<file path="src/rtl/core/lsws_pkg.sv">
// ----------------------------------------------------------------------------
// lsws_pkg
// Shared types and constants of the limit switch winch sequencer.
// ----------------------------------------------------------------------------
package lsws_pkg;

	// timer width and the width used for timer compares
	localparam int TIMER_W = 16;
	localparam int LIMIT_W = 16;
	localparam int CMP_W   = (TIMER_W > LIMIT_W) ? TIMER_W : LIMIT_W;

	// servo value after reset
	localparam logic [7:0] SERVO_RST = 8'd90;

	// configuration register indexes
	typedef enum logic [2:0] {
		CFG_STOP_VALUE   = 3'd0,
		CFG_LOWER_VALUE  = 3'd1,
		CFG_RAISE_VALUE  = 3'd2,
		CFG_ACCEL_STEP   = 3'd3,
		CFG_BRAKE_STEP   = 3'd4,
		CFG_TIMEOUT      = 3'd5,
		CFG_SETTLE       = 3'd6,
		CFG_ACTIVE_LOW   = 3'd7
	} cfg_idx_t;

	// command codes of an input word
	typedef enum logic [2:0] {
		MODE_TICK  = 3'd0,
		MODE_LOWER = 3'd1,
		MODE_RAISE = 3'd2,
		MODE_STOP  = 3'd3,
		MODE_HOME  = 3'd4
	} mode_t;

	// sequencer phases
	typedef enum logic [3:0] {
		PH_STOPPED   = 4'd0,
		PH_LOWERING  = 4'd1,
		PH_BRAKE_LOW = 4'd2,
		PH_SETTLING  = 4'd3,
		PH_READY     = 4'd4,
		PH_RAISING   = 4'd5,
		PH_BRAKE_UP  = 4'd6,
		PH_FINISHED  = 4'd7,
		PH_TIMEOUT   = 4'd8
	} phase_t;

	// configuration register set
	typedef struct packed {
		logic [7:0]  stop_value;
		logic [7:0]  lower_value;
		logic [7:0]  raise_value;
		logic [7:0]  accel_step;
		logic [7:0]  brake_step;
		logic [15:0] timeout_ticks;
		logic [15:0] settle_ticks;
		logic        switch_active_low;
	} cfg_t;

	// input word
	typedef struct packed {
		logic [2:0] mode;
		logic       upper_switch;
		logic       lower_switch;
	} in_word_t;

	// result word
	typedef struct packed {
		logic [7:0] servo_value;
		logic       servo_changed;
		logic [3:0] phase;
		logic       busy_res;
		logic       is_ready;
		logic       is_finished;
		logic       timed_out;
		logic       upper_reached;
		logic       lower_reached;
	} res_word_t;

endpackage

</file>
<file path="src/rtl/core/lsws_in_if.sv">
// ----------------------------------------------------------------------------
// lsws_in_if
// Valid/ready channel carrying one command or tick word.
// ----------------------------------------------------------------------------
interface lsws_in_if import lsws_pkg::*; ();
	logic     valid;
	logic     ready;
	in_word_t data;

	modport source (output valid, output data, input ready);
	modport sink (input valid, input data, output ready);
endinterface

</file>
<file path="src/rtl/core/lsws_out_if.sv">
// ----------------------------------------------------------------------------
// lsws_out_if
// Valid/ready channel carrying one result word.
// ----------------------------------------------------------------------------
interface lsws_out_if import lsws_pkg::*; ();
	logic      valid;
	logic      ready;
	res_word_t data;

	modport source (output valid, output data, input ready);
	modport sink (input valid, input data, output ready);
endinterface

</file>
<file path="src/rtl/core/lsws_cfg_if.sv">
// ----------------------------------------------------------------------------
// lsws_cfg_if
// Configuration write channel: register index and write data.
// ----------------------------------------------------------------------------
interface lsws_cfg_if import lsws_pkg::*; ();
	logic        valid;
	logic        ready;
	logic [2:0]  index;
	logic [15:0] wdata;

	modport source (output valid, output index, output wdata, input ready);
	modport sink (input valid, input index, input wdata, output ready);
endinterface

</file>
<file path="src/rtl/core/lsws_cfg_regs.sv">
// ----------------------------------------------------------------------------
// lsws_cfg_regs
// Configuration register file, written one register per word.
// ----------------------------------------------------------------------------
module lsws_cfg_regs import lsws_pkg::*; (
	input  logic        clk,
	input  logic        arst_n,
	input  logic        wr_en,
	input  logic [2:0]  index,
	input  logic [15:0] wdata,
	output cfg_t        cfg
);

	cfg_t cfg_q;

	// register writes
	always_ff @(posedge clk or negedge arst_n) begin
		if (!arst_n) begin
			cfg_q.stop_value        <= 8'd90;
			cfg_q.lower_value       <= 8'd60;
			cfg_q.raise_value       <= 8'd120;
			cfg_q.accel_step        <= 8'd2;
			cfg_q.brake_step        <= 8'd4;
			cfg_q.timeout_ticks     <= 16'd1000;
			cfg_q.settle_ticks      <= 16'd200;
			cfg_q.switch_active_low <= 1'b1;
		end else if (wr_en) begin
			unique case (cfg_idx_t'(index))
				CFG_STOP_VALUE:  cfg_q.stop_value        <= wdata[7:0];
				CFG_LOWER_VALUE: cfg_q.lower_value       <= wdata[7:0];
				CFG_RAISE_VALUE: cfg_q.raise_value       <= wdata[7:0];
				CFG_ACCEL_STEP:  cfg_q.accel_step        <= wdata[7:0];
				CFG_BRAKE_STEP:  cfg_q.brake_step        <= wdata[7:0];
				CFG_TIMEOUT:     cfg_q.timeout_ticks     <= wdata;
				CFG_SETTLE:      cfg_q.settle_ticks      <= wdata;
				CFG_ACTIVE_LOW:  cfg_q.switch_active_low <= wdata[0];
				default: begin
				end
			endcase
		end
	end

	assign cfg = cfg_q;

endmodule

</file>
<file path="src/rtl/core/lsws_seq.sv">
// ----------------------------------------------------------------------------
// lsws_seq
// Sequencer state and its next-state logic: phase machine, tick timer,
// switch flags and servo ramp. One word is applied per cycle when go is set.
// ----------------------------------------------------------------------------
module lsws_seq import lsws_pkg::*; (
	input  logic      clk,
	input  logic      arst_n,
	input  cfg_t      cfg,
	input  logic      go,
	input  in_word_t  item,
	output res_word_t res
);

	phase_t               phase_q, phase_d;
	logic [TIMER_W-1:0]   elapsed_q, elapsed_d, elapsed_inc;
	logic [7:0]           servo_now_q, servo_now_d;
	logic [7:0]           servo_goal_q, servo_goal_d;
	logic                 braking_q, braking_d;
	logic                 upper_q, upper_d;
	logic                 lower_q, lower_d;
	logic                 upper_smp, lower_smp;
	logic                 timeout_hit, settle_hit;
	logic [7:0]           step;
	logic [8:0]           sum_up, goal_plus;
	logic                 changed;

	// switch sampling with polarity
	assign upper_smp = item.upper_switch ^ cfg.switch_active_low;
	assign lower_smp = item.lower_switch ^ cfg.switch_active_low;

	// saturating timer and its limits
	assign elapsed_inc = (elapsed_q == {TIMER_W{1'b1}}) ? elapsed_q : elapsed_q + 1'b1;
	assign timeout_hit = CMP_W'(elapsed_inc) >= CMP_W'(cfg.timeout_ticks);
	assign settle_hit  = CMP_W'(elapsed_inc) >= CMP_W'(cfg.settle_ticks);

	// phase step and commands
	always_comb begin
		phase_d      = phase_q;
		elapsed_d    = elapsed_q;
		servo_goal_d = servo_goal_q;
		braking_d    = braking_q;
		upper_d      = upper_q;
		lower_d      = lower_q;
		unique case (mode_t'(item.mode))
			MODE_TICK: begin
				upper_d   = upper_smp;
				lower_d   = lower_smp;
				elapsed_d = elapsed_inc;
				unique case (phase_q)
					PH_LOWERING: begin
						if (timeout_hit) begin
							servo_goal_d = cfg.stop_value;
							braking_d    = 1'b1;
							phase_d      = PH_TIMEOUT;
						end else if (lower_smp) begin
							servo_goal_d = cfg.stop_value;
							braking_d    = 1'b1;
							phase_d      = PH_BRAKE_LOW;
						end
					end
					PH_BRAKE_LOW: begin
						if (servo_now_q == servo_goal_q) begin
							elapsed_d = '0;
							phase_d   = PH_SETTLING;
						end
					end
					PH_SETTLING: begin
						if (settle_hit) phase_d = PH_READY;
					end
					PH_RAISING: begin
						if (timeout_hit) begin
							servo_goal_d = cfg.stop_value;
							braking_d    = 1'b1;
							phase_d      = PH_TIMEOUT;
						end else if (upper_smp) begin
							servo_goal_d = cfg.stop_value;
							braking_d    = 1'b1;
							phase_d      = PH_BRAKE_UP;
						end
					end
					PH_BRAKE_UP: begin
						if (servo_now_q == servo_goal_q) phase_d = PH_FINISHED;
					end
					default: begin
					end
				endcase
			end
			MODE_LOWER: begin
				if (phase_q == PH_STOPPED) begin
					servo_goal_d = cfg.lower_value;
					braking_d    = 1'b0;
					elapsed_d    = '0;
					phase_d      = PH_LOWERING;
				end
			end
			MODE_RAISE: begin
				if (phase_q == PH_READY) begin
					servo_goal_d = cfg.raise_value;
					braking_d    = 1'b0;
					elapsed_d    = '0;
					phase_d      = PH_RAISING;
				end
			end
			MODE_STOP: begin
				servo_goal_d = cfg.stop_value;
				braking_d    = 1'b1;
				phase_d      = PH_STOPPED;
			end
			MODE_HOME: begin
				upper_d = upper_smp;
				lower_d = lower_smp;
				if (upper_smp) begin
					servo_goal_d = cfg.stop_value;
					braking_d    = 1'b1;
					phase_d      = PH_STOPPED;
				end else begin
					servo_goal_d = cfg.raise_value;
					braking_d    = 1'b0;
					elapsed_d    = '0;
					phase_d      = PH_RAISING;
				end
			end
			default: begin
			end
		endcase
	end

	// servo ramp toward the new goal, clamped at the goal, ticks only
	assign step      = braking_d ? cfg.brake_step : cfg.accel_step;
	assign sum_up    = {1'b0, servo_now_q} + {1'b0, step};
	assign goal_plus = {1'b0, servo_goal_d} + {1'b0, step};

	always_comb begin
		servo_now_d = servo_now_q;
		changed     = 1'b0;
		if (mode_t'(item.mode) == MODE_TICK && servo_now_q != servo_goal_d) begin
			changed = 1'b1;
			if (servo_now_q < servo_goal_d) begin
				servo_now_d = (sum_up > {1'b0, servo_goal_d}) ? servo_goal_d : sum_up[7:0];
			end else begin
				servo_now_d = ({1'b0, servo_now_q} < goal_plus) ? servo_goal_d
					: servo_now_q - step;
			end
		end
	end

	// state registers
	always_ff @(posedge clk or negedge arst_n) begin
		if (!arst_n) begin
			phase_q      <= PH_STOPPED;
			elapsed_q    <= '0;
			servo_now_q  <= SERVO_RST;
			servo_goal_q <= SERVO_RST;
			braking_q    <= 1'b0;
			upper_q      <= 1'b0;
			lower_q      <= 1'b0;
		end else if (go) begin
			phase_q      <= phase_d;
			elapsed_q    <= elapsed_d;
			servo_now_q  <= servo_now_d;
			servo_goal_q <= servo_goal_d;
			braking_q    <= braking_d;
			upper_q      <= upper_d;
			lower_q      <= lower_d;
		end
	end

	// result word from the state after this word
	always_comb begin
		res.servo_value   = servo_now_d;
		res.servo_changed = changed;
		res.phase         = phase_d;
		res.busy_res      = (phase_d == PH_LOWERING) || (phase_d == PH_BRAKE_LOW) ||
			(phase_d == PH_SETTLING) || (phase_d == PH_RAISING) ||
			(phase_d == PH_BRAKE_UP);
		res.is_ready      = (phase_d == PH_READY);
		res.is_finished   = (phase_d == PH_FINISHED);
		res.timed_out     = (phase_d == PH_TIMEOUT);
		res.upper_reached = upper_d;
		res.lower_reached = lower_d;
	end

	// commands never move the servo
	a_cmd_no_ramp: assert property (@(posedge clk) disable iff (!arst_n)
		go && item.mode != MODE_TICK |-> !changed && servo_now_d == servo_now_q)
		else $error("servo moved on a command word");

	// state holds between words
	a_hold: assert property (@(posedge clk) disable iff (!arst_n)
		!go |=> $stable(phase_q) && $stable(servo_now_q) && $stable(elapsed_q))
		else $error("sequencer state changed without a word");

	// ramp from below never passes the goal
	a_clamp_up: assert property (@(posedge clk) disable iff (!arst_n)
		go && servo_now_q < servo_goal_d |-> servo_now_d <= servo_goal_d)
		else $error("servo ramp passed its goal");

	// braking phases always ramp at the brake step
	a_brake_flag: assert property (@(posedge clk) disable iff (!arst_n)
		phase_q == PH_BRAKE_LOW || phase_q == PH_BRAKE_UP |-> braking_q)
		else $error("braking phase without brake flag");

endmodule

</file>
<file path="src/rtl/core/limit_switch_winch_sequencer_unit.sv">
// ----------------------------------------------------------------------------
// limit_switch_winch_sequencer_unit
// Top level: input register, sequencer, result register, configuration.
// ----------------------------------------------------------------------------
// Each accepted word (a service tick or a lower, raise, stop or home command)
// gives exactly one result word. A word is captured in an input register,
// applied to the sequencer state by combinational logic and written to a
// result register, so one word per cycle is accepted for as long as results
// are taken; a stalled result register holds the pipeline and cmd.ready drops
// only when both stages are full and the result is not taken. The
// configuration port is always ready; write it only while no word is in
// flight.
module limit_switch_winch_sequencer_unit import lsws_pkg::*; (
	input  logic   clk,
	input  logic   arst_n,
	lsws_in_if.sink     cmd,
	lsws_out_if.source  res,
	lsws_cfg_if.sink    cfg
);

	cfg_t      cfg_val;
	logic      valid_s1;
	in_word_t  item_s1;
	logic      valid_s2;
	res_word_t res_s2;
	res_word_t seq_res;
	logic      advance;
	logic      go;

	// configuration registers
	assign cfg.ready = 1'b1;

	lsws_cfg_regs u_cfg (
		.clk    (clk),
		.arst_n (arst_n),
		.wr_en  (cfg.valid),
		.index  (cfg.index),
		.wdata  (cfg.wdata),
		.cfg    (cfg_val)
	);

	// handshake control
	assign advance   = !valid_s2 || res.ready;
	assign go        = valid_s1 && advance;
	assign cmd.ready = !valid_s1 || advance;

	// input register
	always_ff @(posedge clk or negedge arst_n) begin
		if (!arst_n) begin
			valid_s1 <= 1'b0;
		end else if (cmd.ready) begin
			valid_s1 <= cmd.valid;
		end
	end

	always_ff @(posedge clk) begin
		if (cmd.valid && cmd.ready) begin
			item_s1 <= cmd.data;
		end
	end

	// sequencer
	lsws_seq u_seq (
		.clk    (clk),
		.arst_n (arst_n),
		.cfg    (cfg_val),
		.go     (go),
		.item   (item_s1),
		.res    (seq_res)
	);

	// result register
	always_ff @(posedge clk or negedge arst_n) begin
		if (!arst_n) begin
			valid_s2 <= 1'b0;
		end else if (advance) begin
			valid_s2 <= valid_s1;
		end
	end

	always_ff @(posedge clk) begin
		if (go) begin
			res_s2 <= seq_res;
		end
	end

	assign res.valid = valid_s2;
	assign res.data  = res_s2;

endmodule
</file>
<file path="src/flat_wrapper.sv">
// flat-port wrapper written by rule: the top's interface ports become plain ports
module limit_switch_winch_sequencer_unit_flat import lsws_pkg::*;
  (clk, arst_n, cmd_valid, cmd_data, cmd_ready, res_valid, res_data, res_ready, cfg_valid, cfg_index, cfg_wdata, cfg_ready);
  lsws_in_if cmd_i ();
  lsws_out_if res_i ();
  lsws_cfg_if cfg_i ();
  input  logic clk;
  input  logic arst_n;
  input wire logic [$bits(cmd_i.valid)-1:0] cmd_valid;
  input wire logic [$bits(cmd_i.data)-1:0] cmd_data;
  output wire logic [$bits(cmd_i.ready)-1:0] cmd_ready;
  output wire logic [$bits(res_i.valid)-1:0] res_valid;
  output wire logic [$bits(res_i.data)-1:0] res_data;
  input wire logic [$bits(res_i.ready)-1:0] res_ready;
  input wire logic [$bits(cfg_i.valid)-1:0] cfg_valid;
  input wire logic [$bits(cfg_i.index)-1:0] cfg_index;
  input wire logic [$bits(cfg_i.wdata)-1:0] cfg_wdata;
  output wire logic [$bits(cfg_i.ready)-1:0] cfg_ready;
  assign cmd_i.valid = cmd_valid;
  assign cmd_i.data = cmd_data;
  assign cmd_ready = cmd_i.ready;
  assign res_valid = res_i.valid;
  assign res_data = res_i.data;
  assign res_i.ready = res_ready;
  assign cfg_i.valid = cfg_valid;
  assign cfg_i.index = cfg_index;
  assign cfg_i.wdata = cfg_wdata;
  assign cfg_ready = cfg_i.ready;
  limit_switch_winch_sequencer_unit u_core (.clk(clk), .arst_n(arst_n), .cmd(cmd_i), .res(res_i), .cfg(cfg_i));
endmodule
</file>
<file path="config.mk">
export PLATFORM = sky130hd
export DESIGN_NAME = limit_switch_winch_sequencer_unit_flat
export DESIGN_NICKNAME = d
export VERILOG_FILES = /design/src/rtl/core/lsws_pkg.sv /design/src/rtl/core/lsws_in_if.sv /design/src/rtl/core/lsws_out_if.sv /design/src/rtl/core/lsws_cfg_if.sv /design/src/rtl/core/lsws_cfg_regs.sv /design/src/rtl/core/lsws_seq.sv /design/src/rtl/core/limit_switch_winch_sequencer_unit.sv /design/src/flat_wrapper.sv
export SDC_FILE = /design/constraint.sdc
export NUM_CORES = 1
export LEC_CHECK = 0
export ABC_AREA = 1
export BUFFER_PORTS_ARGS = -buffer_cell sky130_fd_sc_hd__buf_2
export CORE_MARGIN = 3
export CORE_UTILIZATION = 55
export DETAILED_ROUTE_END_ITERATION = 10
export PLACE_DENSITY = 0.71
export SYNTH_ARGS = -nofsm -noshare
export SYNTH_HDL_FRONTEND = slang
export SYNTH_SLANG_ARGS = --single-unit
</file>
<file path="constraint.sdc">
create_clock -name clk -period 6.3 [get_ports clk]
set_input_delay 0.945 -clock clk [delete_from_list [all_inputs] [get_ports clk]]
set_output_delay 0.945 -clock clk [all_outputs]
set_load 0.05 [all_outputs]
</file>
==> flow_results.xml, run 1 <==
<?xml version="1.0" encoding="UTF-8"?>
<metrics>
  <group name="cts">
    <metric name="cts_max_level" unit="">4</metric>
    <metric name="worst_setup_hold_path_clk_slew" unit="ns">0.07</metric>
    <metric name="max-clock-path-buffers" unit="">2</metric>
    <metric name="cts_tree" unit="">yes</metric>
    <metric name="cts_buffers" unit="">17</metric>
    <metric name="cts_root_buffer" unit="">clkbuf_16</metric>
    <metric name="clock_insertion_delay_worst_skew" unit="ns">0.43</metric>
    <metric name="tritoncts_sink_count" unit="">138</metric>
  </group>
  <group name="sta">
    <metric name="timing.slew.headroom" unit="">0.342</metric>
    <metric name="timing.final.hold_violations" unit="">0</metric>
    <metric name="final-max-slew-violation-count" unit="">0</metric>
    <metric name="timing.clock.skew" unit="ns">0.00891</metric>
    <metric name="worst_slew_pin_slew" unit="ns">0.983</metric>
    <metric name="setup_viol_count_final" unit="">0</metric>
    <metric name="layout_worst_path_cycle_share" unit="">0.939</metric>
    <metric name="finalCriticalPeriod" unit="ns">5.92</metric>
    <metric name="fmaxAchievable" unit="MHz">169</metric>
    <metric name="holdWs" unit="ns">0.489</metric>
  </group>
  <group name="power_and_ir_drop">
    <metric name="vdd.ir_drop.worst" unit="mV">0.272</metric>
    <metric name="leakage" unit="nW">5.51</metric>
    <metric name="powerDensity" unit="nW/µm²">520</metric>
  </group>
  <group name="worst_hold_path">
    <metric name="hold_path_class" unit="">flop to flop</metric>
    <metric name="min_delay_path_depth" unit="">2</metric>
    <metric name="min-delay-start" unit="">u_core.u_cfg.cfg[21]</metric>
    <metric name="min_delay_worst_endpoint" unit="">u_core.u_cfg.cfg[21]</metric>
  </group>
  <group name="placement">
    <metric name="detailed_place_hpwl" unit="µm">20200</metric>
    <metric name="postPlaceCellArea" unit="µm²">10400</metric>
    <metric name="portBuffers" unit="">49</metric>
    <metric name="finalWeightedCongestion" unit="">0.996</metric>
  </group>
  <group name="critical_path">
    <metric name="worst_path_max_delay_cell" unit="">fa_1</metric>
    <metric name="reg2reg_to" unit="">u_core.res.data[11]</metric>
    <metric name="slowest_cell_delay_on_critical_path" unit="ns">0.40</metric>
    <metric name="worst_setup_path_end_kind" unit="">flop</metric>
    <metric name="critical_path_required" unit="ns">6.48</metric>
    <metric name="worstRegToRegCells" unit="">40</metric>
    <metric name="timing.rr.start" unit="">u_core.u_seq.elapsed_q[1]</metric>
    <metric name="path_max_fanout" unit="">3</metric>
    <metric name="timing_worst_setup_path_type" unit="">flop to flop</metric>
    <metric name="kind_of_start_point_of_the_critical_path" unit="">flop</metric>
    <metric name="timing.critical_path.mode_cell" unit="">nand2_1</metric>
    <metric name="cp_startpoint" unit="">u_core.u_seq.elapsed_q[1]</metric>
    <metric name="critical_path_arrival" unit="ns">6.10</metric>
    <metric name="timing.reg2reg.setup_slack" unit="ns">0.38</metric>
  </group>
  <group name="synthesis">
    <metric name="dominantRegCellSynth" unit="">dfrtp_1</metric>
    <metric name="ys_seq_elements" unit="">138</metric>
    <metric name="synth_top_area_cell" unit="">dfrtp_1</metric>
    <metric name="seq_total_area_yosys" unit="">0.367</metric>
    <metric name="netlist_top_cells_area" unit="">dfrtp_1, nand2_1, ha_1, dfstp_2, inv_1</metric>
    <metric name="synth.net_count" unit="">1409</metric>
    <metric name="syn_area_per_cell" unit="µm²">7.58</metric>
    <metric name="synth.top_cells.by_count" unit="">nand2_1, inv_1, o21ai_0</metric>
    <metric name="post_synthesis_async_set_or_reset_flop_share" unit="">0.826</metric>
    <metric name="synth_warnings" unit="">0</metric>
    <metric name="synth.lib_cells_used.distinct" unit="">56</metric>
    <metric name="synth_edf_count" unit="">24</metric>
    <metric name="netlist_instances" unit="">1297</metric>
    <metric name="synth_top_area_share" unit="">0.209</metric>
    <metric name="syn_area" unit="µm²">9840</metric>
    <metric name="yosysMostFrequentCell" unit="">nand2_1</metric>
  </group>
  <group name="die">
    <metric name="starting_density" unit="">0.565</metric>
    <metric name="boundaryPins" unit="">51</metric>
    <metric name="die-height" unit="µm">140</metric>
    <metric name="coreArea" unit="µm²">17400</metric>
    <metric name="fp-row-count" unit="">48</metric>
    <metric name="die_width" unit="µm">140</metric>
    <metric name="floorplan.die_area" unit="µm²">19500</metric>
  </group>
  <group name="cells_and_area">
    <metric name="diodes" unit="">0</metric>
    <metric name="fin_area" unit="µm²">11200</metric>
    <metric name="drive_gt1_frac" unit="">0.186</metric>
    <metric name="n_fill_cell" unit="">1508</metric>
    <metric name="finish.utilization" unit="">0.645</metric>
    <metric name="final_nets" unit="">1478</metric>
    <metric name="area_added_between_synthesis_and_finish" unit="%">14.2</metric>
  </group>
  <group name="outcome">
    <metric name="outcome" unit="">completed</metric>
  </group>
  <group name="global_route">
    <metric name="groute.usage.overall" unit="">0.275</metric>
    <metric name="grt_pass1_wl" unit="µm">42800</metric>
    <metric name="grt_start_max_net_pins" unit="">66</metric>
    <metric name="grt-ovfl-total" unit="">0</metric>
    <metric name="grt_pass1_vias" unit="">8142</metric>
    <metric name="antenna_found_initial" unit="">0</metric>
  </group>
  <group name="detailed_routing">
    <metric name="drt.antenna.violating_nets" unit="">0</metric>
    <metric name="route.detailed.drc" unit="">0</metric>
    <metric name="drt-initial-drc-count" unit="">842</metric>
    <metric name="drt_pass1_iterations" unit="">9</metric>
    <metric name="detail_route.vias_per_cell" unit="">5.58</metric>
    <metric name="wire_per_inst" unit="µm">16.9</metric>
    <metric name="finalWirelength" unit="µm">27100</metric>
    <metric name="via_count" unit="">8948</metric>
  </group>
  <group name="flow_run">
    <metric name="drv.max_cap_violation_count" unit="">0</metric>
  </group>
</metrics>
## what timing repair did
item | in CTS | in global routing
endpoints found under the setup margin | 0 | 16
endpoints found under the hold margin | 0 | 0
buffers inserted | 0 | 7
gates resized for setup | 0 | 60
hold buffers | 0 | 0
## cell type report
class,instances,area [µm²],share of cell area
clock buffers,17,425,0.0379
clock inverters,15,149,0.0133
inverters,213,800,0.0712
multi-input cells,914,5460,0.486
flip-flops and latches,138,3610,0.322
well taps,225,282,0.0251
repair buffers,82,503,0.0448
## critical path: cells and delay by family (launching register included)
kind	cells	cell delay [ns]
multiplexers	1	0.37
XOR/XNOR	1	0.15
buffers and inverters	5	0.41
adder cells (fa/ha/maj)	4	1.22
AND/OR/NAND/NOR	20	1.95
AO/OA/AOI/OAI	9	1.23
flip-flops	1	0.35
## metrics by stage
step	power (W)	setup TNS (ns)	setup WS [ns]	instances
5_1_grt	0.00632	-0.505	-0.0697	1604
4_1_cts	0.00559	0	0.0618	1596
3_5_place_dp	0.00459	0	0.0915	1564
2_1_floorplan	0.00370	0	0.580	1297
3_3_place_gp	0.00454	0	0.230	1564
6_report	0.00584	0	0.383	1604
## registers in the layout, indices dropped and copies added (netlist names)
register and flops:
u_core.u_seq.elapsed_q 16, u_core.res.valid 1, u_core.u_seq.servo_now_q 8, u_core.u_seq.braking_q 1, u_core.u_seq.phase_q 4, u_core.item_s1 5
u_core.u_cfg.cfg 73, u_core.valid_s1 1, u_core.u_seq.lower_q 1, u_core.u_seq.servo_goal_q 8, u_core.u_seq.upper_q 1, u_core.res.data 19
## cell families (layout without fill, tap and decap cells)
| group | after synthesis | after routing | share of synthesized area |
|---|---|---|---|
| flip-flops | 138 | 138 | 0.367 |
| buffers and inverters | 245 | 327 | 0.0993 |
| AO/OA/AOI/OAI | 284 | 284 | 0.165 |
| other | 1 | 1 | 0.000381 |
| AND/OR/NAND/NOR | 514 | 514 | 0.231 |
| multiplexers | 2 | 2 | 0.00229 |
| XOR/XNOR | 30 | 30 | 0.0267 |
| adder cells (fa/ha/maj) | 83 | 83 | 0.108 |
## cells in the final DEF (no fill, tap or decap), types with 3 or more instances in the layout
master / count
a21boi_1: 6
nor2_2: 13
nand2_2: 11
a21oi_1: 67
inv_1: 195
nand4_1: 22
a21oi_2: 14
xnor2_1: 9
nor2_4: 4
buf_2: 48
nor3_1: 15
buf_4: 32
dfstp_2: 32
xor2_1: 20
clkbuf_16: 17
o21ai_0: 133
o211ai_1: 9
dfrtp_1: 81
o21ai_1: 8
inv_8: 6
ha_4: 4
nand2_1: 316
nor2_1: 58
ha_1: 74
edfxtp_1: 24
inv_6: 5
nand3_2: 10
or2_2: 3
nor3_4: 3
o21ai_2: 6
inv_2: 18
o21ai_4: 3
o21a_1: 3
nand3_1: 49
o22ai_2: 8
o22ai_1: 15
## how the worst max path moves through the flow
stage	cells past startpoint	slack, ns	endpoint
after floorplan	44	0.58	u_core.res.data[12]
after global placement	38	0.23	u_core.res.data[18]
after detailed placement	43	0.09	u_core.res.data[12]
after CTS	39	0.06	u_core.res.data[12]
after global routing	46	-0.07	u_core.u_seq.servo_now_q[5]
final	40	0.38	u_core.res.data[11]
## metal layers
layer  up-vias  GRT usage  part of all wire
li1       4395          -                 -
met1      4167      0.423              0.49
met2       347      0.395              0.42
met3        39     0.0581             0.075
met4         0     0.0688             0.016
met5         -          0                 0
## where the power goes
group,switching (W),internal (W)
Sequential,0.000264,0.00120
Clock,0.000452,0.000528
Combinational,0.00219,0.00120
No activity file was read; power rests on OpenSTA's default activity.
==> inputs of run 2 (changes only) <==
--- a/config.mk
+++ b/config.mk
@@ -7,10 +7,13 @@
 export LEC_CHECK = 0
 export ABC_AREA = 1
 export BUFFER_PORTS_ARGS = -buffer_cell sky130_fd_sc_hd__buf_2
+export CAP_MARGIN = 0
 export CORE_MARGIN = 3
 export CORE_UTILIZATION = 55
+export CTS_CLUSTER_SIZE = 8
 export DETAILED_ROUTE_END_ITERATION = 10
 export PLACE_DENSITY = 0.71
+export REMOVE_ABC_BUFFERS = 1
 export SYNTH_ARGS = -nofsm -noshare
 export SYNTH_HDL_FRONTEND = slang
 export SYNTH_SLANG_ARGS = --single-unit
==> run 2 against run 1 <==
Setup slack lost 0.16 ns. Flip-flop and latch count unchanged. Critical path type unchanged. Utilization up 0.96 points.
==> flow_results.xml, run 2 (same netlist as run 1, synthesis figures left out) <==
<?xml version="1.0" encoding="UTF-8"?>
<metrics>
  <group name="outcome">
    <metric name="outcome" unit="">completed</metric>
  </group>
  <group name="sta">
    <metric name="timing.setup.tns" unit="ns">0</metric>
    <metric name="layout_worst_path_cycle_share" unit="">0.965</metric>
    <metric name="final-max-slew-violation-count" unit="">0</metric>
    <metric name="timing.slew.headroom" unit="">0.324</metric>
    <metric name="finalCriticalPeriod" unit="ns">6.08</metric>
    <metric name="setup_viol_count_final" unit="">0</metric>
    <metric name="rsz0062_at_grt" unit="">yes</metric>
    <metric name="timing.final.hold_violations" unit="">0</metric>
    <metric name="fmaxAchievable" unit="MHz">164</metric>
    <metric name="timing.clock.skew" unit="ns">0.0101</metric>
    <metric name="worst_slew_pin_slew" unit="ns">1.01</metric>
  </group>
  <group name="critical_path">
    <metric name="slowest_cell_delay_on_critical_path" unit="ns">0.37</metric>
    <metric name="critical_path_required" unit="ns">6.48</metric>
    <metric name="critical_path_arrival" unit="ns">6.26</metric>
    <metric name="timing_worst_setup_path_type" unit="">flop to flop</metric>
    <metric name="worst_path_max_delay_cell" unit="">dfrtp_1</metric>
    <metric name="worst_setup_path_end_kind" unit="">flop</metric>
    <metric name="kind_of_start_point_of_the_critical_path" unit="">flop</metric>
    <metric name="path_max_fanout" unit="">7</metric>
    <metric name="timing.critical_path.mode_cell" unit="">nand2_2</metric>
  </group>
  <group name="cts">
    <metric name="cts_max_level" unit="">4</metric>
    <metric name="cts_buffers" unit="">17</metric>
    <metric name="cts_tree" unit="">yes</metric>
    <metric name="cts_root_buffer" unit="">clkbuf_16</metric>
    <metric name="clock_insertion_delay_worst_skew" unit="ns">0.43</metric>
    <metric name="max-clock-path-buffers" unit="">2</metric>
    <metric name="tritoncts_sink_count" unit="">138</metric>
    <metric name="worst_setup_hold_path_clk_slew" unit="ns">0.07</metric>
  </group>
  <group name="cells_and_area">
    <metric name="final_common_cell" unit="">nand2_1</metric>
    <metric name="n_fill_cell" unit="">1529</metric>
    <metric name="largest_register_ff_count" unit="">73</metric>
    <metric name="area_added_between_synthesis_and_finish" unit="%">15.9</metric>
    <metric name="final_nets" unit="">1476</metric>
    <metric name="register_area" unit="µm²">3610</metric>
    <metric name="drive_gt1_frac" unit="">0.205</metric>
    <metric name="multi_input_comb_area" unit="µm²">5640</metric>
    <metric name="mostFrequentLayoutCells" unit="">nand2_1, inv_1, o21ai_0</metric>
    <metric name="finish.utilization" unit="">0.655</metric>
    <metric name="diodes" unit="">0</metric>
  </group>
  <group name="global_route">
    <metric name="grt_start_max_net_pins" unit="">69</metric>
    <metric name="grt_pass1_vias" unit="">8393</metric>
    <metric name="antenna_found_initial" unit="">0</metric>
    <metric name="grt_pass1_wl" unit="µm">42400</metric>
    <metric name="grt-ovfl-total" unit="">0</metric>
    <metric name="groute.usage.overall" unit="">0.270</metric>
  </group>
  <group name="detailed_routing">
    <metric name="drt.antenna.violating_nets" unit="">0</metric>
    <metric name="route.detailed.drc" unit="">0</metric>
    <metric name="drt_pass1_iterations" unit="">6</metric>
    <metric name="via_count" unit="">8997</metric>
    <metric name="wire_per_inst" unit="µm">16.8</metric>
    <metric name="drt-initial-drc-count" unit="">718</metric>
    <metric name="detail_route.vias_per_cell" unit="">5.62</metric>
    <metric name="finalWirelength" unit="µm">26900</metric>
  </group>
  <group name="die">
    <metric name="fp-row-count" unit="">48</metric>
    <metric name="floorplan.die_area" unit="µm²">19500</metric>
    <metric name="coreArea" unit="µm²">17400</metric>
    <metric name="die-height" unit="µm">140</metric>
    <metric name="starting_density" unit="">0.565</metric>
    <metric name="boundaryPins" unit="">51</metric>
    <metric name="die_width" unit="µm">140</metric>
  </group>
  <group name="placement">
    <metric name="portBuffers" unit="">49</metric>
    <metric name="finalWeightedCongestion" unit="">0.967</metric>
    <metric name="detailed_place_hpwl" unit="µm">19600</metric>
  </group>
  <group name="worst_hold_path">
    <metric name="hold_path_class" unit="">flop to flop</metric>
  </group>
  <group name="power_and_ir_drop">
    <metric name="leakage" unit="nW">5.51</metric>
    <metric name="powerDensity" unit="nW/µm²">529</metric>
    <metric name="vdd.ir_drop.worst" unit="mV">0.298</metric>
    <metric name="fin_total_pwr" unit="W">0.00602</metric>
  </group>
  <group name="flow_run">
    <metric name="drv.max_cap_violation_count" unit="">0</metric>
  </group>
</metrics>
## run 2: timing repair
action	4_1_cts	5_1_grt
setup buffers	1	12
pin swaps	0	48
endpoints found under the setup margin	9	16
cloned	0	1
hold buffers	0	0
resized for setup	4	104
## run 2: critical path: cells and delay by family (launching register included)
| kind | cells | cell delay (ns) |
|---|---|---|
| simple gates | 24 | 2.75 |
| compound gates | 9 | 1.03 |
| fa+ha+maj | 3 | 0.84 |
| buf+inv | 7 | 0.65 |
| flops | 1 | 0.37 |
| xor+xnor | 1 | 0.16 |
## run 2: final cells by class
type	instances	area share
inverters	213	0.0708
clock buffers	18	0.0385
well taps	225	0.0247
clock inverters	14	0.0112
flip-flops and latches	138	0.317
repair buffers	80	0.0431
multi-input cells	914	0.495
## run 2: metal layers
layer	up-vias	share of wire	track usage	wire (µm)
met1	4207	0.45	0.379	12000
li1	4402	-	-	-
met3	59	0.068	0.0543	1830
met5	-	0	0	0
met4	0	0.022	0.0775	594
met2	329	0.46	0.424	12500
## run 2: where the power goes
| group | switching (W) | internal [W] | total [W] |
|---|---|---|---|
| sequential | 0.000263 | 0.00120 | 0.00146 |
| clock | 0.000439 | 0.000530 | 0.000969 |
| combinational | 0.00231 | 0.00129 | 0.00359 |
## run 2: per-stage QoR
step	cell area, µm²	std cells	setup WS (ns)	hold slack, ns
6_report	11400	1602	0.220	0.484
5_1_grt	11400	1602	-0.241	0.508
3_5_place_dp	10300	1556	-0.0492	0.473
3_3_place_gp	10300	1556	0.120	0.462
4_1_cts	10900	1589	0.0299	0.489
2_1_floorplan	9660	1265	0.456	0.447
## run 2: path summary, 6_finish.rpt
check	depth (start not counted)	startpoint	slack [ns]	to
setup / recovery	44	u_core.u_seq.elapsed_q[0]	0.22	u_core.res.data[15]
hold / removal	2	u_core.u_cfg.cfg[44]	0.48	u_core.u_cfg.cfg[44]
setup reg to reg	44	u_core.u_seq.elapsed_q[0]	0.22	u_core.res.data[15]
hold reg to reg	2	u_core.u_cfg.cfg[44]	0.48	u_core.u_cfg.cfg[44]
max in group asynchronous	2	arst_n	4.52	u_core.u_cfg.cfg[45]
min in group asynchronous	1	arst_n	0.64	u_core.u_seq.phase_q[1]
==> inputs of run 3 (changes only) <==
--- a/config.mk
+++ b/config.mk
@@ -6,14 +6,15 @@
 export NUM_CORES = 1
 export LEC_CHECK = 0
 export ABC_AREA = 1
-export BUFFER_PORTS_ARGS = -buffer_cell sky130_fd_sc_hd__buf_2
 export CAP_MARGIN = 0
 export CORE_MARGIN = 3
 export CORE_UTILIZATION = 55
 export CTS_CLUSTER_SIZE = 8
 export DETAILED_ROUTE_END_ITERATION = 10
-export PLACE_DENSITY = 0.71
+export DONT_BUFFER_PORTS = 1
+export PLACE_DENSITY = 0.68
 export REMOVE_ABC_BUFFERS = 1
+export SKIP_LAST_GASP = 1
 export SYNTH_ARGS = -nofsm -noshare
 export SYNTH_HDL_FRONTEND = slang
 export SYNTH_SLANG_ARGS = --single-unit
==> constraint.sdc (replaced) <==
create_clock -name clk -period 7.6 [get_ports clk]
set_input_delay 1.14 -clock clk [delete_from_list [all_inputs] [get_ports clk]]
set_output_delay 1.14 -clock clk [all_outputs]
set_load 0.05 [all_outputs]
==> run 3 against run 2 <==
Sequential share of layout area up 2.5 points. Wire length down 2.7%. Final cell count down 4.7%. Clock power down 15%. Maximum frequency down 12%. Critical path depth down 1. Die area unchanged. Combinational power down 33%. Final area down 7.4%. Utilization down 4.9 points. Clock-buffer cell count up 1. Worst hold slack worse by 0.074 ns. Critical path type unchanged. Largest power group unchanged. Highest routed layer unchanged.
==> flow_results.xml, run 3 (same netlist as run 1, synthesis figures left out) <==
<?xml version="1.0" encoding="UTF-8"?>
<metrics>
  <group name="outcome">
    <metric name="outcome" unit="">completed</metric>
  </group>
  <group name="cts">
    <metric name="clock_insertion_delay_worst_skew" unit="ns">0.43</metric>
    <metric name="cts_tree" unit="">yes</metric>
    <metric name="cts_root_buffer" unit="">clkbuf_16</metric>
    <metric name="postCtsResizedCells" unit="">0</metric>
    <metric name="max-clock-path-buffers" unit="">2</metric>
    <metric name="cts_buffers" unit="">17</metric>
    <metric name="postCtsHoldBufs" unit="">0</metric>
    <metric name="worst_setup_hold_path_clk_slew" unit="ns">0.06</metric>
    <metric name="cts_max_level" unit="">4</metric>
    <metric name="post_cts.repair.setup_buffers" unit="">0</metric>
    <metric name="tritoncts_sink_count" unit="">138</metric>
  </group>
  <group name="sta">
    <metric name="timing.setup.tns" unit="ns">0</metric>
    <metric name="setup_viol_count_final" unit="">0</metric>
    <metric name="timing.clock.skew" unit="ns">0.0111</metric>
    <metric name="fmaxAchievable" unit="MHz">145</metric>
    <metric name="timing.slew.headroom" unit="">0.287</metric>
    <metric name="layout_worst_path_cycle_share" unit="">0.906</metric>
    <metric name="finalCriticalPeriod" unit="ns">6.88</metric>
    <metric name="holdWs" unit="ns">0.410</metric>
    <metric name="timing.final.hold_violations" unit="">0</metric>
    <metric name="worst_slew_pin_slew" unit="ns">1.07</metric>
    <metric name="final-max-slew-violation-count" unit="">0</metric>
    <metric name="rsz0062_at_grt" unit="">no</metric>
  </group>
  <group name="flow_run">
    <metric name="drv.max_cap_violation_count" unit="">0</metric>
  </group>
  <group name="global_route">
    <metric name="groute.usage.overall" unit="">0.275</metric>
    <metric name="grt-ovfl-total" unit="">0</metric>
    <metric name="grt_start_max_net_pins" unit="">115</metric>
    <metric name="antenna_found_initial" unit="">0</metric>
    <metric name="grt_pass1_wl" unit="µm">43000</metric>
    <metric name="grt_pass1_vias" unit="">8157</metric>
  </group>
  <group name="detailed_routing">
    <metric name="finalWirelength" unit="µm">26200</metric>
    <metric name="via_count" unit="">8563</metric>
    <metric name="wire_per_inst" unit="µm">17.2</metric>
    <metric name="drt_pass1_iterations" unit="">8</metric>
    <metric name="drt-initial-drc-count" unit="">775</metric>
    <metric name="route.detailed.drc" unit="">0</metric>
    <metric name="drt.antenna.violating_nets" unit="">0</metric>
    <metric name="detail_route.vias_per_cell" unit="">5.61</metric>
  </group>
  <group name="critical_path">
    <metric name="timing_worst_setup_path_type" unit="">flop to flop</metric>
    <metric name="worst_path_max_delay_cell" unit="">fa_1</metric>
    <metric name="worst_setup_path_end_kind" unit="">flop</metric>
    <metric name="critical_path_arrival" unit="ns">7.04</metric>
    <metric name="slowest_cell_delay_on_critical_path" unit="ns">0.40</metric>
    <metric name="path_max_fanout" unit="">15</metric>
    <metric name="kind_of_start_point_of_the_critical_path" unit="">flop</metric>
    <metric name="critical_path_required" unit="ns">7.75</metric>
    <metric name="timing.critical_path.mode_cell" unit="">nand2_1</metric>
    <metric name="worstRegToRegCells" unit="">43</metric>
  </group>
  <group name="placement">
    <metric name="detailed_place_hpwl" unit="µm">19500</metric>
    <metric name="finalWeightedCongestion" unit="">0.960</metric>
    <metric name="place.detailed.instances" unit="">1494</metric>
    <metric name="portBuffers" unit="">0</metric>
  </group>
  <group name="cells_and_area">
    <metric name="final_nets" unit="">1400</metric>
    <metric name="layout.cells.non_filler" unit="">1526</metric>
    <metric name="area_added_between_synthesis_and_finish" unit="%">7.29</metric>
    <metric name="final_common_cell" unit="">nand2_1</metric>
    <metric name="diodes" unit="">0</metric>
    <metric name="mostFrequentLayoutCells" unit="">nand2_1, inv_1, o21ai_0</metric>
    <metric name="register_area" unit="µm²">3610</metric>
    <metric name="drive_gt1_frac" unit="">0.107</metric>
    <metric name="largest_register_ff_count" unit="">73</metric>
    <metric name="n_fill_cell" unit="">1603</metric>
    <metric name="multi_input_comb_area" unit="µm²">5250</metric>
  </group>
  <group name="power_and_ir_drop">
    <metric name="vdd.ir_drop.worst" unit="mV">0.244</metric>
    <metric name="leakage" unit="nW">5.14</metric>
    <metric name="powerDensity" unit="nW/µm²">429</metric>
    <metric name="fin_total_pwr" unit="W">0.00452</metric>
  </group>
  <group name="die">
    <metric name="fp-row-count" unit="">48</metric>
    <metric name="starting_density" unit="">0.565</metric>
    <metric name="die-height" unit="µm">140</metric>
    <metric name="die_width" unit="µm">140</metric>
    <metric name="boundaryPins" unit="">51</metric>
    <metric name="coreArea" unit="µm²">17400</metric>
    <metric name="floorplan.die_area" unit="µm²">19500</metric>
  </group>
  <group name="worst_hold_path">
    <metric name="hold_path_class" unit="">primary input to async pin</metric>
  </group>
</metrics>
## run 3: area by class of cell
cell class	count	share of cell area
sequential	138	0.342
inverter	213	0.0758
clock inverter	13	0.0122
timing repair buffer	4	0.00285
multi-input combinational	914	0.497
tap	225	0.0267
clock buffer	19	0.0430
## run 3: metrics by stage
| stage | area [µm²] | utilization | setup slack, ns |
|---|---|---|---|
| 2_1_floorplan | 9660 | - | 1.76 |
| 3_3_place_gp | 9970 | 0.572 | 0.970 |
| 3_5_place_dp | 9970 | 0.572 | 0.799 |
| 4_1_cts | 10600 | 0.606 | 0.798 |
| 5_1_grt | 10600 | 0.606 | 0.0129 |
| 6_report | 10600 | 0.606 | 0.717 |
## run 3: routing by layer
layer / part of all wire / GRT usage
met5: 0 / 0
met4: 0.021 / 0.0872
met3: 0.063 / 0.0491
met2: 0.45 / 0.427
met1: 0.46 / 0.393
## run 3: path summary, 6_finish.rpt
check	from	end	slack, ns
worst max register to register	u_core.u_seq.elapsed_q[2]	u_core.res.data[17]	0.72
worst min register to register	u_core.u_cfg.cfg[3]	u_core.u_cfg.cfg[3]	0.49
worst min-delay path	arst_n	u_core.u_seq.braking_q	0.41
max in group asynchronous	arst_n	u_core.u_cfg.cfg[22]	6.95
min in group clk	u_core.u_cfg.cfg[3]	u_core.u_cfg.cfg[3]	0.49
worst max-delay path	u_core.u_seq.elapsed_q[2]	u_core.res.data[17]	0.72
## run 3: power breakdown
part	switching (W)	total [W]	internal (W)
Combinational	0.00157	0.00239	0.000828
Clock	0.000350	0.000827	0.000478
Sequential	0.000306	0.00130	0.000998
Total	0.00222	0.00452	0.00230
## run 3: worst max-delay path, delay by kind of cell (launching register included)
family,cells,cell delay (ns)
compound gates,10,1.75
xor+xnor,1,0.15
fa+ha+maj,4,1.18
buf+inv,8,0.73
flops,1,0.39
mux,1,0.34
simple gates,19,2.09
